[src/hdl/hdg_pkg.sv]
// shared types, widths and arc tangent table for the heading angle block
package hdg_pkg;

    // coordinate field width and packed stream widths
    localparam int COORD_W   = 16;
    localparam int DIFF_W    = COORD_W + 1;
    localparam int IN_DATA_W = 4 * COORD_W;
    localparam int HEAD_W    = 16;

    // cordic datapath widths: x/y carry the 2^8 scale plus gain headroom
    localparam int PRE_SHIFT = 8;
    localparam int XY_W      = 28;
    // angle accumulator in degrees with 16 fractional bits
    localparam int Z_FRAC    = 16;
    localparam int Z_W       = 27;
    localparam int ATAN_W    = 23;

    localparam int ATAN_ENTRIES     = 24;
    localparam int CORDIC_STEPS_DEF = 16;

    // angle constants in accumulator units
    localparam logic signed [Z_W-1:0] Z_HALF_TURN = Z_W'(180 * 65536);
    localparam logic signed [Z_W-1:0] Z_QUARTER   = Z_W'(90 * 65536);

    // rounding and wrap in 1/128 degree units
    localparam int ROUND_SHIFT = Z_FRAC - 7;
    localparam int R_W         = Z_W - ROUND_SHIFT;
    localparam logic signed [R_W-1:0] R_HALF_TURN = R_W'(23040);
    localparam logic signed [R_W-1:0] R_FULL_TURN = R_W'(46080);
    localparam logic [HEAD_W-1:0] HEAD_ZERO_VEC   = HEAD_W'(11520);

    typedef struct packed {
        logic signed [XY_W-1:0] x;
        logic signed [XY_W-1:0] y;
        logic signed [Z_W-1:0]  z;
        logic                   zero;
    } hdg_vec_t;

    // round(atan(2^-i) * 180/pi * 65536)
    function automatic logic [ATAN_W-1:0] atan_entry(input logic [4:0] idx);
        logic [ATAN_W-1:0] v;
        case (idx)
            5'd0:    v = ATAN_W'(2949120);
            5'd1:    v = ATAN_W'(1740967);
            5'd2:    v = ATAN_W'(919879);
            5'd3:    v = ATAN_W'(466945);
            5'd4:    v = ATAN_W'(234379);
            5'd5:    v = ATAN_W'(117304);
            5'd6:    v = ATAN_W'(58666);
            5'd7:    v = ATAN_W'(29335);
            5'd8:    v = ATAN_W'(14668);
            5'd9:    v = ATAN_W'(7334);
            5'd10:   v = ATAN_W'(3667);
            5'd11:   v = ATAN_W'(1833);
            5'd12:   v = ATAN_W'(917);
            5'd13:   v = ATAN_W'(458);
            5'd14:   v = ATAN_W'(229);
            5'd15:   v = ATAN_W'(115);
            5'd16:   v = ATAN_W'(57);
            5'd17:   v = ATAN_W'(29);
            5'd18:   v = ATAN_W'(14);
            5'd19:   v = ATAN_W'(7);
            5'd20:   v = ATAN_W'(4);
            5'd21:   v = ATAN_W'(2);
            5'd22:   v = ATAN_W'(1);
            default: v = '0;
        endcase
        return v;
    endfunction

endpackage

[src/hdl/heading_angle_degrees_top.sv]
// heading angle from a source point to a target point, cordic cell chain
//
// Slave stream: one beat carries source_x, source_y, target_x, target_y,
// each 16 bit signed with 4 fractional bits. Master stream: one beat carries
// the heading in 1/128 degree units, signed, in (-180, 180] degrees, with 0
// toward negative y. Each input beat gives exactly one output beat, in order.
// The chain has CORDIC_STEPS + 2 register stages: one prestep stage, one
// cell per cordic step (steps capped at 24), one rounding stage.
// Throughput is one beat per cycle while m_tready is high; every stage is a
// register with its own valid bit, so each cell hands its vector on unless stalled.
// When the receiver stalls, the output beat holds and the chain keeps
// filling its empty stages; s_tready drops only once every stage is full.
// Reset clears all valid bits; the data registers are not reset.
module heading_angle_degrees_top #(
    parameter int CORDIC_STEPS = hdg_pkg::CORDIC_STEPS_DEF
) (
    input  logic                          clk,
    input  logic                          rst_n,
    input  logic                          s_tvalid,
    output logic                          s_tready,
    // source_x, source_y, target_x, target_y
    input  logic [hdg_pkg::IN_DATA_W-1:0] s_tdata,
    output logic                          m_tvalid,
    input  logic                          m_tready,
    // heading
    output logic [hdg_pkg::HEAD_W-1:0]    m_tdata
);

    localparam int NUM_STEPS = (CORDIC_STEPS < hdg_pkg::ATAN_ENTRIES) ?
                               CORDIC_STEPS : hdg_pkg::ATAN_ENTRIES;

    hdg_pkg::hdg_vec_t stage_vec   [0:NUM_STEPS];
    logic              stage_valid [0:NUM_STEPS];
    logic              stage_ready [0:NUM_STEPS];

    hdg_prestep u_prestep (
        .clk       (clk),
        .rst_n     (rst_n),
        .in_valid  (s_tvalid),
        .in_ready  (s_tready),
        .in_data   (s_tdata),
        .out_valid (stage_valid[0]),
        .out_ready (stage_ready[0]),
        .out_vec   (stage_vec[0])
    );

    for (genvar i = 0; i < NUM_STEPS; i++)
    begin : g_cell
        hdg_cell #(
            .STEP (i)
        ) u_cell (
            .clk       (clk),
            .rst_n     (rst_n),
            .in_valid  (stage_valid[i]),
            .in_ready  (stage_ready[i]),
            .in_vec    (stage_vec[i]),
            .out_valid (stage_valid[i+1]),
            .out_ready (stage_ready[i+1]),
            .out_vec   (stage_vec[i+1])
        );
    end

    hdg_post u_post (
        .clk       (clk),
        .rst_n     (rst_n),
        .in_valid  (stage_valid[NUM_STEPS]),
        .in_ready  (stage_ready[NUM_STEPS]),
        .in_vec    (stage_vec[NUM_STEPS]),
        .out_valid (m_tvalid),
        .out_ready (m_tready),
        .heading   (m_tdata)
    );

`ifndef SYNTH
    // an output beat never leaves (-180, 180] degrees
    a_head_range: assert property (@(posedge clk) disable iff (!rst_n)
        m_tvalid |-> ($signed(m_tdata) <= $signed(16'sd23040)) &&
                     ($signed(m_tdata) > -$signed(16'sd23040)))
        else $error("heading out of range");

    // an empty output stage lets the whole chain move
    a_chain_open: assert property (@(posedge clk) disable iff (!rst_n)
        !m_tvalid |-> s_tready && stage_ready[0] && stage_ready[NUM_STEPS])
        else $error("chain stalled with empty output stage");

    // equal points are flagged as a zero vector in the prestep stage
    a_zero_flag: assert property (@(posedge clk) disable iff (!rst_n)
        (s_tvalid && s_tready &&
         (s_tdata[15:0] == s_tdata[47:32]) && (s_tdata[31:16] == s_tdata[63:48]))
        |=> stage_valid[0] && stage_vec[0].zero)
        else $error("zero vector not flagged");
`endif

endmodule

[src/hdl/hdg_prestep.sv]
// difference vector, zero detect and quadrant prestep, one register stage
module hdg_prestep (
    input  logic                               clk,
    input  logic                               rst_n,
    input  logic                               in_valid,
    output logic                               in_ready,
    input  logic [hdg_pkg::IN_DATA_W-1:0]      in_data,
    output logic                               out_valid,
    input  logic                               out_ready,
    output hdg_pkg::hdg_vec_t                  out_vec
);

    localparam int CW = hdg_pkg::COORD_W;
    localparam int DW = hdg_pkg::DIFF_W;
    localparam int XW = hdg_pkg::XY_W;

    logic signed [DW-1:0] dx;
    logic signed [DW-1:0] dy;
    logic signed [XW-1:0] xs;
    logic signed [XW-1:0] ys;
    hdg_pkg::hdg_vec_t    vec_next;
    hdg_pkg::hdg_vec_t    vec_reg;
    logic                 valid_reg;

    always_comb
    begin
        dx = DW'($signed(in_data[3*CW-1:2*CW])) - DW'($signed(in_data[CW-1:0]));
        dy = DW'($signed(in_data[4*CW-1:3*CW])) - DW'($signed(in_data[2*CW-1:CW]));
        xs = XW'(dx) <<< hdg_pkg::PRE_SHIFT;
        ys = XW'(dy) <<< hdg_pkg::PRE_SHIFT;
        vec_next.zero = (dx == '0) && (dy == '0);
        if (dx[DW-1])
        begin
            // left half plane: flip the vector and start from a half turn
            vec_next.x = -xs;
            vec_next.y = -ys;
            vec_next.z = dy[DW-1] ? -hdg_pkg::Z_HALF_TURN : hdg_pkg::Z_HALF_TURN;
        end
        else
        begin
            vec_next.x = xs;
            vec_next.y = ys;
            vec_next.z = '0;
        end
    end

    assign in_ready = ~valid_reg | out_ready;

    always_ff @(posedge clk or negedge rst_n)
    begin
        if (!rst_n)
        begin
            valid_reg <= 1'b0;
        end
        else if (in_ready)
        begin
            valid_reg <= in_valid;
        end
    end

    always_ff @(posedge clk)
    begin
        if (in_valid && in_ready)
        begin
            vec_reg <= vec_next;
        end
    end

    assign out_valid = valid_reg;
    assign out_vec   = vec_reg;

endmodule

[src/hdl/hdg_cell.sv]
// one cordic vectoring cell: fixed shift, one arc tangent entry, one register stage
module hdg_cell #(
    parameter int STEP = 0
) (
    input  logic              clk,
    input  logic              rst_n,
    input  logic              in_valid,
    output logic              in_ready,
    input  hdg_pkg::hdg_vec_t in_vec,
    output logic              out_valid,
    input  logic              out_ready,
    output hdg_pkg::hdg_vec_t out_vec
);

    localparam int XW = hdg_pkg::XY_W;
    localparam int ZW = hdg_pkg::Z_W;
    localparam logic [ZW-1:0] ATAN_Z =
        ZW'(hdg_pkg::atan_entry(5'(STEP)));

    logic signed [XW-1:0] x_in;
    logic signed [XW-1:0] y_in;
    logic signed [XW-1:0] x_sh;
    logic signed [XW-1:0] y_sh;
    hdg_pkg::hdg_vec_t    vec_next;
    hdg_pkg::hdg_vec_t    vec_reg;
    logic                 valid_reg;

    always_comb
    begin
        x_in = in_vec.x;
        y_in = in_vec.y;
        x_sh = x_in >>> STEP;
        y_sh = y_in >>> STEP;
        vec_next.zero = in_vec.zero;
        if (!y_in[XW-1])
        begin
            // clockwise
            vec_next.x = x_in + y_sh;
            vec_next.y = y_in - x_sh;
            vec_next.z = in_vec.z + ATAN_Z;
        end
        else
        begin
            vec_next.x = x_in - y_sh;
            vec_next.y = y_in + x_sh;
            vec_next.z = in_vec.z - ATAN_Z;
        end
    end

    assign in_ready = ~valid_reg | out_ready;

    always_ff @(posedge clk or negedge rst_n)
    begin
        if (!rst_n)
        begin
            valid_reg <= 1'b0;
        end
        else if (in_ready)
        begin
            valid_reg <= in_valid;
        end
    end

    always_ff @(posedge clk)
    begin
        if (in_valid && in_ready)
        begin
            vec_reg <= vec_next;
        end
    end

    assign out_valid = valid_reg;
    assign out_vec   = vec_reg;

endmodule

[src/hdl/hdg_post.sv]
// quarter turn offset, rounding to 1/128 degree, wrap, output register
module hdg_post (
    input  logic                        clk,
    input  logic                        rst_n,
    input  logic                        in_valid,
    output logic                        in_ready,
    input  hdg_pkg::hdg_vec_t           in_vec,
    output logic                        out_valid,
    input  logic                        out_ready,
    output logic [hdg_pkg::HEAD_W-1:0]  heading
);

    localparam int ZW = hdg_pkg::Z_W;
    localparam int RW = hdg_pkg::R_W;
    localparam int HW = hdg_pkg::HEAD_W;
    localparam logic signed [ZW-1:0] ROUND_HALF = ZW'(1 << (hdg_pkg::ROUND_SHIFT - 1));

    logic signed [ZW-1:0] h_sum;
    logic signed [RW-1:0] r_val;
    logic [HW-1:0]        head_next;
    logic [HW-1:0]        head_reg;
    logic                 valid_reg;

    always_comb
    begin
        h_sum = in_vec.z + hdg_pkg::Z_QUARTER + ROUND_HALF;
        r_val = h_sum[ZW-1:hdg_pkg::ROUND_SHIFT];
        if (in_vec.zero)
        begin
            head_next = hdg_pkg::HEAD_ZERO_VEC;
        end
        else if (r_val > hdg_pkg::R_HALF_TURN)
        begin
            head_next = HW'(r_val - hdg_pkg::R_FULL_TURN);
        end
        else
        begin
            head_next = HW'(r_val);
        end
    end

    assign in_ready = ~valid_reg | out_ready;

    always_ff @(posedge clk or negedge rst_n)
    begin
        if (!rst_n)
        begin
            valid_reg <= 1'b0;
        end
        else if (in_ready)
        begin
            valid_reg <= in_valid;
        end
    end

    always_ff @(posedge clk)
    begin
        if (in_valid && in_ready)
        begin
            head_reg <= head_next;
        end
    end

    assign out_valid = valid_reg;
    assign heading   = head_reg;

endmodule
[config.mk]
export PLATFORM = sky130hd
export DESIGN_NAME = heading_angle_degrees_top
export DESIGN_NICKNAME = d
export VERILOG_FILES = /design/src/hdl/hdg_pkg.sv /design/src/hdl/heading_angle_degrees_top.sv /design/src/hdl/hdg_prestep.sv /design/src/hdl/hdg_cell.sv /design/src/hdl/hdg_post.sv
export SDC_FILE = /design/constraint.sdc
export NUM_CORES = 2
export LEC_CHECK = 0
export BUFFER_PORTS_ARGS = -buffer_cell sky130_fd_sc_hd__buf_2
export CAP_MARGIN = 20
export CORE_MARGIN = 2
export CORE_UTILIZATION = 49
export CTS_CLUSTER_DIAMETER = 60
export CTS_CLUSTER_SIZE = 10
export DETAILED_ROUTE_END_ITERATION = 8
export HOLD_SLACK_MARGIN = 0.15
export SETUP_SLACK_MARGIN = 0.05
export SLEW_MARGIN = 5
export SYNTH_ARGS = -nofsm -noshare
export SYNTH_HDL_FRONTEND = slang
export SYNTH_SLANG_ARGS = --single-unit
[constraint.sdc]
create_clock -name clk -period 6.9 [get_ports clk]
set_input_delay 1.035 -clock clk [delete_from_list [all_inputs] [get_ports clk]]
set_output_delay 1.035 -clock clk [all_outputs]
set_load 0.01 [all_outputs]
==> results_tabular.tex <==
\begin{tabular}{lr}
\hline
Metric & Value \\
\hline
\multicolumn{2}{l}{\textbf{Run status}} \\
Outcome & finished, final reports clean \\
\multicolumn{2}{l}{\textbf{Finish}} \\
Post-layout net count & 11538 \\
Ratio of cells with drive above 1 in the final layout & 4.96\% \\
Syn-to-layout area delta & 8.81\% \\
\multicolumn{2}{l}{\textbf{Yosys}} \\
Share of the yosys chip area belonging to registers & 36.5\% \\
Area of the mapped netlist & 98100 sq um \\
Avg Synthesized Cell Area & 9.70 sq um \\
Synth cell count leaders & sky130\_fd\_sc\_hd\_\_edfxtp\_1 (1178), sky130\_fd\_sc\_hd\_\_ha\_1 (1165), sky130\_fd\_sc\_hd\_\_nor2\_1 (1030) \\
Area fraction of the dominant cell type after synthesis & 36.1\% \\
Synthesis Warnings & 0 \\
Number of flops mapped to enable cells by yosys & 1178 \\
Cell types with the largest area share after synthesis & sky130\_fd\_sc\_hd\_\_edfxtp\_1 (36\%), sky130\_fd\_sc\_hd\_\_ha\_1 (15\%), sky130\_fd\_sc\_hd\_\_xnor2\_1 (8.7\%) \\
Top cell type by total area after synthesis & sky130\_fd\_sc\_hd\_\_edfxtp\_1 \\
Leading register cell type out of synthesis & sky130\_fd\_sc\_hd\_\_edfxtp\_1 \\
Number of standard cells after synthesis & 10112 \\
Count of cell types in the netlist & 99 \\
Async SR Flop Fraction & 1.51\% \\
Most frequently used cell type in the post-synthesis netlist & sky130\_fd\_sc\_hd\_\_edfxtp\_1 \\
Register bit total from synthesis & 1196 \\
\multicolumn{2}{l}{\textbf{Clocking}} \\
Max clock buf depth & 3 \\
Worst skew pair latency & 0.81 ns \\
Cell at the root of the clock tree & sky130\_fd\_sc\_hd\_\_clkbuf\_16 \\
Number of resized instances in the post-cts repair step & 0 \\
Post-CTS repair timing setup buffer count & 0 \\
Cts-stage hold buffer count & 1 \\
Depth of the CTS H-tree & 4 \\
Clock transition at the registers of the reported paths & 0.06 ns \\
Total number of clock tree sinks & 1196 \\
TritonCTS buffer count & 160 \\
CTS tree & done \\
\multicolumn{2}{l}{\textbf{Floorplan}} \\
Area inside the core boundary & 199000 sq um \\
I/O Pins & 86 \\
Number of standard-cell rows in the floorplan & 164 \\
Die footprint & 204000 sq um \\
Horizontal die dimension & 451 um \\
Vert. Die Dim & 451 um \\
Starting utilization of the core area & 49.2\% \\
\multicolumn{2}{l}{\textbf{STA}} \\
Final-layout setup total negative slack & 0 ns \\
Final hold violation count & 0 \\
Remaining max-slew budget at the tightest pin & 19.6\% \\
Fin crit share & 81.8\% \\
Clock skew & 0.0350 ns \\
Setup repair after global routing missed its margin & false \\
Final Max Slew Viols & 0 \\
Maximum frequency from static timing analysis & 177 MHz \\
Slew of the pin with the lowest slew margin & 1.20 ns \\
Time the final worst path needs with I/O delays and setup & 5.65 ns \\
Number of endpoints failing setup at the final stage & 0 \\
\multicolumn{2}{l}{\textbf{Detailed routing}} \\
Number of vias after detailed routing & 75527 \\
Antenna-violating nets left & 0 \\
1st-pass router iterations & 5 \\
Final WL & 247000 um \\
Ratio of routed vias to standard cells & 5.80 \\
Final routed DRC violation total & 0 \\
Number of design-rule violations left by the first detailed-router iteration & 5474 \\
Drt wl/cell & 19.0 um \\
\multicolumn{2}{l}{\textbf{Global route}} \\
Global-route usage over all layers & 23.8\% \\
Vias in the first global route & 72514 \\
Wire length of the first global-routing pass & 393000 um \\
Largest net degree at the start of global routing & 73 \\
Initial antenna violation count & 10 \\
Overall overflow remaining after global route & 0 \\
\multicolumn{2}{l}{\textbf{Critical path}} \\
R2R setup slack & 1.25 ns \\
Arrival time of the worst setup path & 6.18 ns \\
Worst R2R Start & g\_cell[4].u\_cell.out\_vec[63] \\
Category of the worst setup path capture point & register \\
Crit-path max FO & 6 \\
Destination of the worst register-to-register timing path & g\_cell[5].u\_cell.out\_vec[55] \\
Critical path startpoint category & register \\
Endpoint required time on the critical path & 7.43 ns \\
Length in cells of the worst reg-to-reg path & 17 \\
Worst setup path category & reg2reg \\
\multicolumn{2}{l}{\textbf{Hold path}} \\
Hold Path Cell Cnt & 0 \\
Hold WC Path Type & reg2reg \\
Endpoint, Worst Hold & g\_cell[10].u\_cell.out\_vec[0] \\
Launch instance of the worst min-delay path & g\_cell[9].u\_cell.out\_vec[0] \\
\multicolumn{2}{l}{\textbf{Place}} \\
RD Place Congestion & 0.910 \\
Post-detailed-placement half-perimeter wirelength & 196000 um \\
Port bufs & 85 \\
\multicolumn{2}{l}{\textbf{Job}} \\
Number of max-cap violations & 0 \\
\hline
\end{tabular}
layout make-up:
class	instances	area, sq um
Sequential cell	1196	35800
Clock inverter	61	727
Fill cell	17720	92500
Antenna cell	2	5.00
Multi-Input combinational cell	8280	59900
Timing Repair Buffer	132	801
Inverter	498	1870
Tap cell	2656	3320
Clock buffer	190	4250
cells in the final DEF, fill, tap and decap left out, types with 166 or more instances in the layout:
cell type and count:
sky130_fd_sc_hd__inv_1 494, sky130_fd_sc_hd__nor3_1 287, sky130_fd_sc_hd__a21o_1 364, sky130_fd_sc_hd__xor2_1 493, sky130_fd_sc_hd__nand2_1 426, sky130_fd_sc_hd__edfxtp_1 1178, sky130_fd_sc_hd__o21ai_0 441, sky130_fd_sc_hd__nor2_1 1029
sky130_fd_sc_hd__nand3_1 177, sky130_fd_sc_hd__a21oi_1 1016, sky130_fd_sc_hd__clkbuf_16 166, sky130_fd_sc_hd__xnor2_1 974, sky130_fd_sc_hd__ha_1 1165
per-layer routing:
layer | vias to the layer above | wire length, um | GRT usage, %
li1 | 37565 | - | -
met1 | 36115 | 112000 | 32.0
met2 | 1532 | 119000 | 40.7
met3 | 315 | 11500 | 2.86
met4 | 0 | 5300 | 5.99
met5 | - | 0 | 0
cells by family (layout without fill, tap and decap cells):
family | after synthesis | after routing | share of synthesized area [%]
AO/OA/AOI/OAI | 2756 | 2756 | 17.8
multiplexers | 63 | 63 | 0.694
XOR/XNOR | 1467 | 1467 | 13.1
other | 1 | 5 | 0.00382
flip-flops | 1196 | 1196 | 36.5
buffers and inverters | 638 | 881 | 2.45
AND/OR/NAND/NOR | 2789 | 2789 | 13.8
adder cells (fa/ha/maj) | 1202 | 1202 | 15.6
worst max-delay path, cell delays in order (launching register included):
cell                        delay (ns)
sky130_fd_sc_hd__edfxtp_1         0.44
sky130_fd_sc_hd__nor2_1           0.18
sky130_fd_sc_hd__nor4b_1          0.38
sky130_fd_sc_hd__nor3b_1          0.38
sky130_fd_sc_hd__nor4bb_1         0.57
sky130_fd_sc_hd__nor4bb_1         0.84
sky130_fd_sc_hd__nor2_1           0.11
sky130_fd_sc_hd__xor2_1           0.18
sky130_fd_sc_hd__ha_1             0.37
sky130_fd_sc_hd__and3_1           0.20
sky130_fd_sc_hd__nand3_1          0.09
sky130_fd_sc_hd__nor2_1           0.07
sky130_fd_sc_hd__a2111oi_2        0.57
sky130_fd_sc_hd__o31ai_1          0.20
sky130_fd_sc_hd__o41a_1           0.37
sky130_fd_sc_hd__a21o_1           0.19
sky130_fd_sc_hd__a21oi_1          0.17
sky130_fd_sc_hd__xnor2_1          0.08
worst max path at each step:
| stage | startpoint | endpoint | slack [ns] |
|---|---|---|---|
| after floorplan | m_tready | g_cell[3].u_cell.out_vec[0] | 1.11 |
| after global placement | g_cell[4].u_cell.out_vec[63] | g_cell[5].u_cell.out_vec[55] | 1.33 |
| after detailed placement | g_cell[4].u_cell.out_vec[63] | g_cell[5].u_cell.out_vec[55] | 1.41 |
| after CTS | g_cell[4].u_cell.out_vec[63] | g_cell[5].u_cell.out_vec[55] | 1.34 |
| after global routing | g_cell[4].u_cell.out_vec[63] | g_cell[5].u_cell.out_vec[55] | 0.73 |
| final | g_cell[4].u_cell.out_vec[63] | g_cell[5].u_cell.out_vec[55] | 1.25 |
through the flow:
stage | setup WS, ns | cell area (sq um) | utilization [%] | hold WS, ns | cells
2_1_floorplan | 1.11 | 98100 | - | 0.400 | 10114
3_3_place_gp | 1.33 | 102000 | 51.0 | 0.405 | 12757
3_5_place_dp | 1.41 | 102000 | 51.0 | 0.405 | 12757
4_1_cts | 1.34 | 107000 | 53.5 | 0.375 | 13009
5_1_grt | 0.727 | 107000 | 53.6 | 0.419 | 13014
6_report | 1.25 | 107000 | 53.6 | 0.401 | 13015
registers in the layout (all words and copies together) (netlist names):
signal                   flops
g_cell.u_cell.out_vec     1118
u_prestep.out_valid          1
g_cell.u_cell.out_valid     16
u_post.heading              16
u_post.out_valid             1
u_prestep.out_vec           44
Power is not shown: default switching activity piles up to over one toggle a cycle in this logic, so the estimate is an artifact.
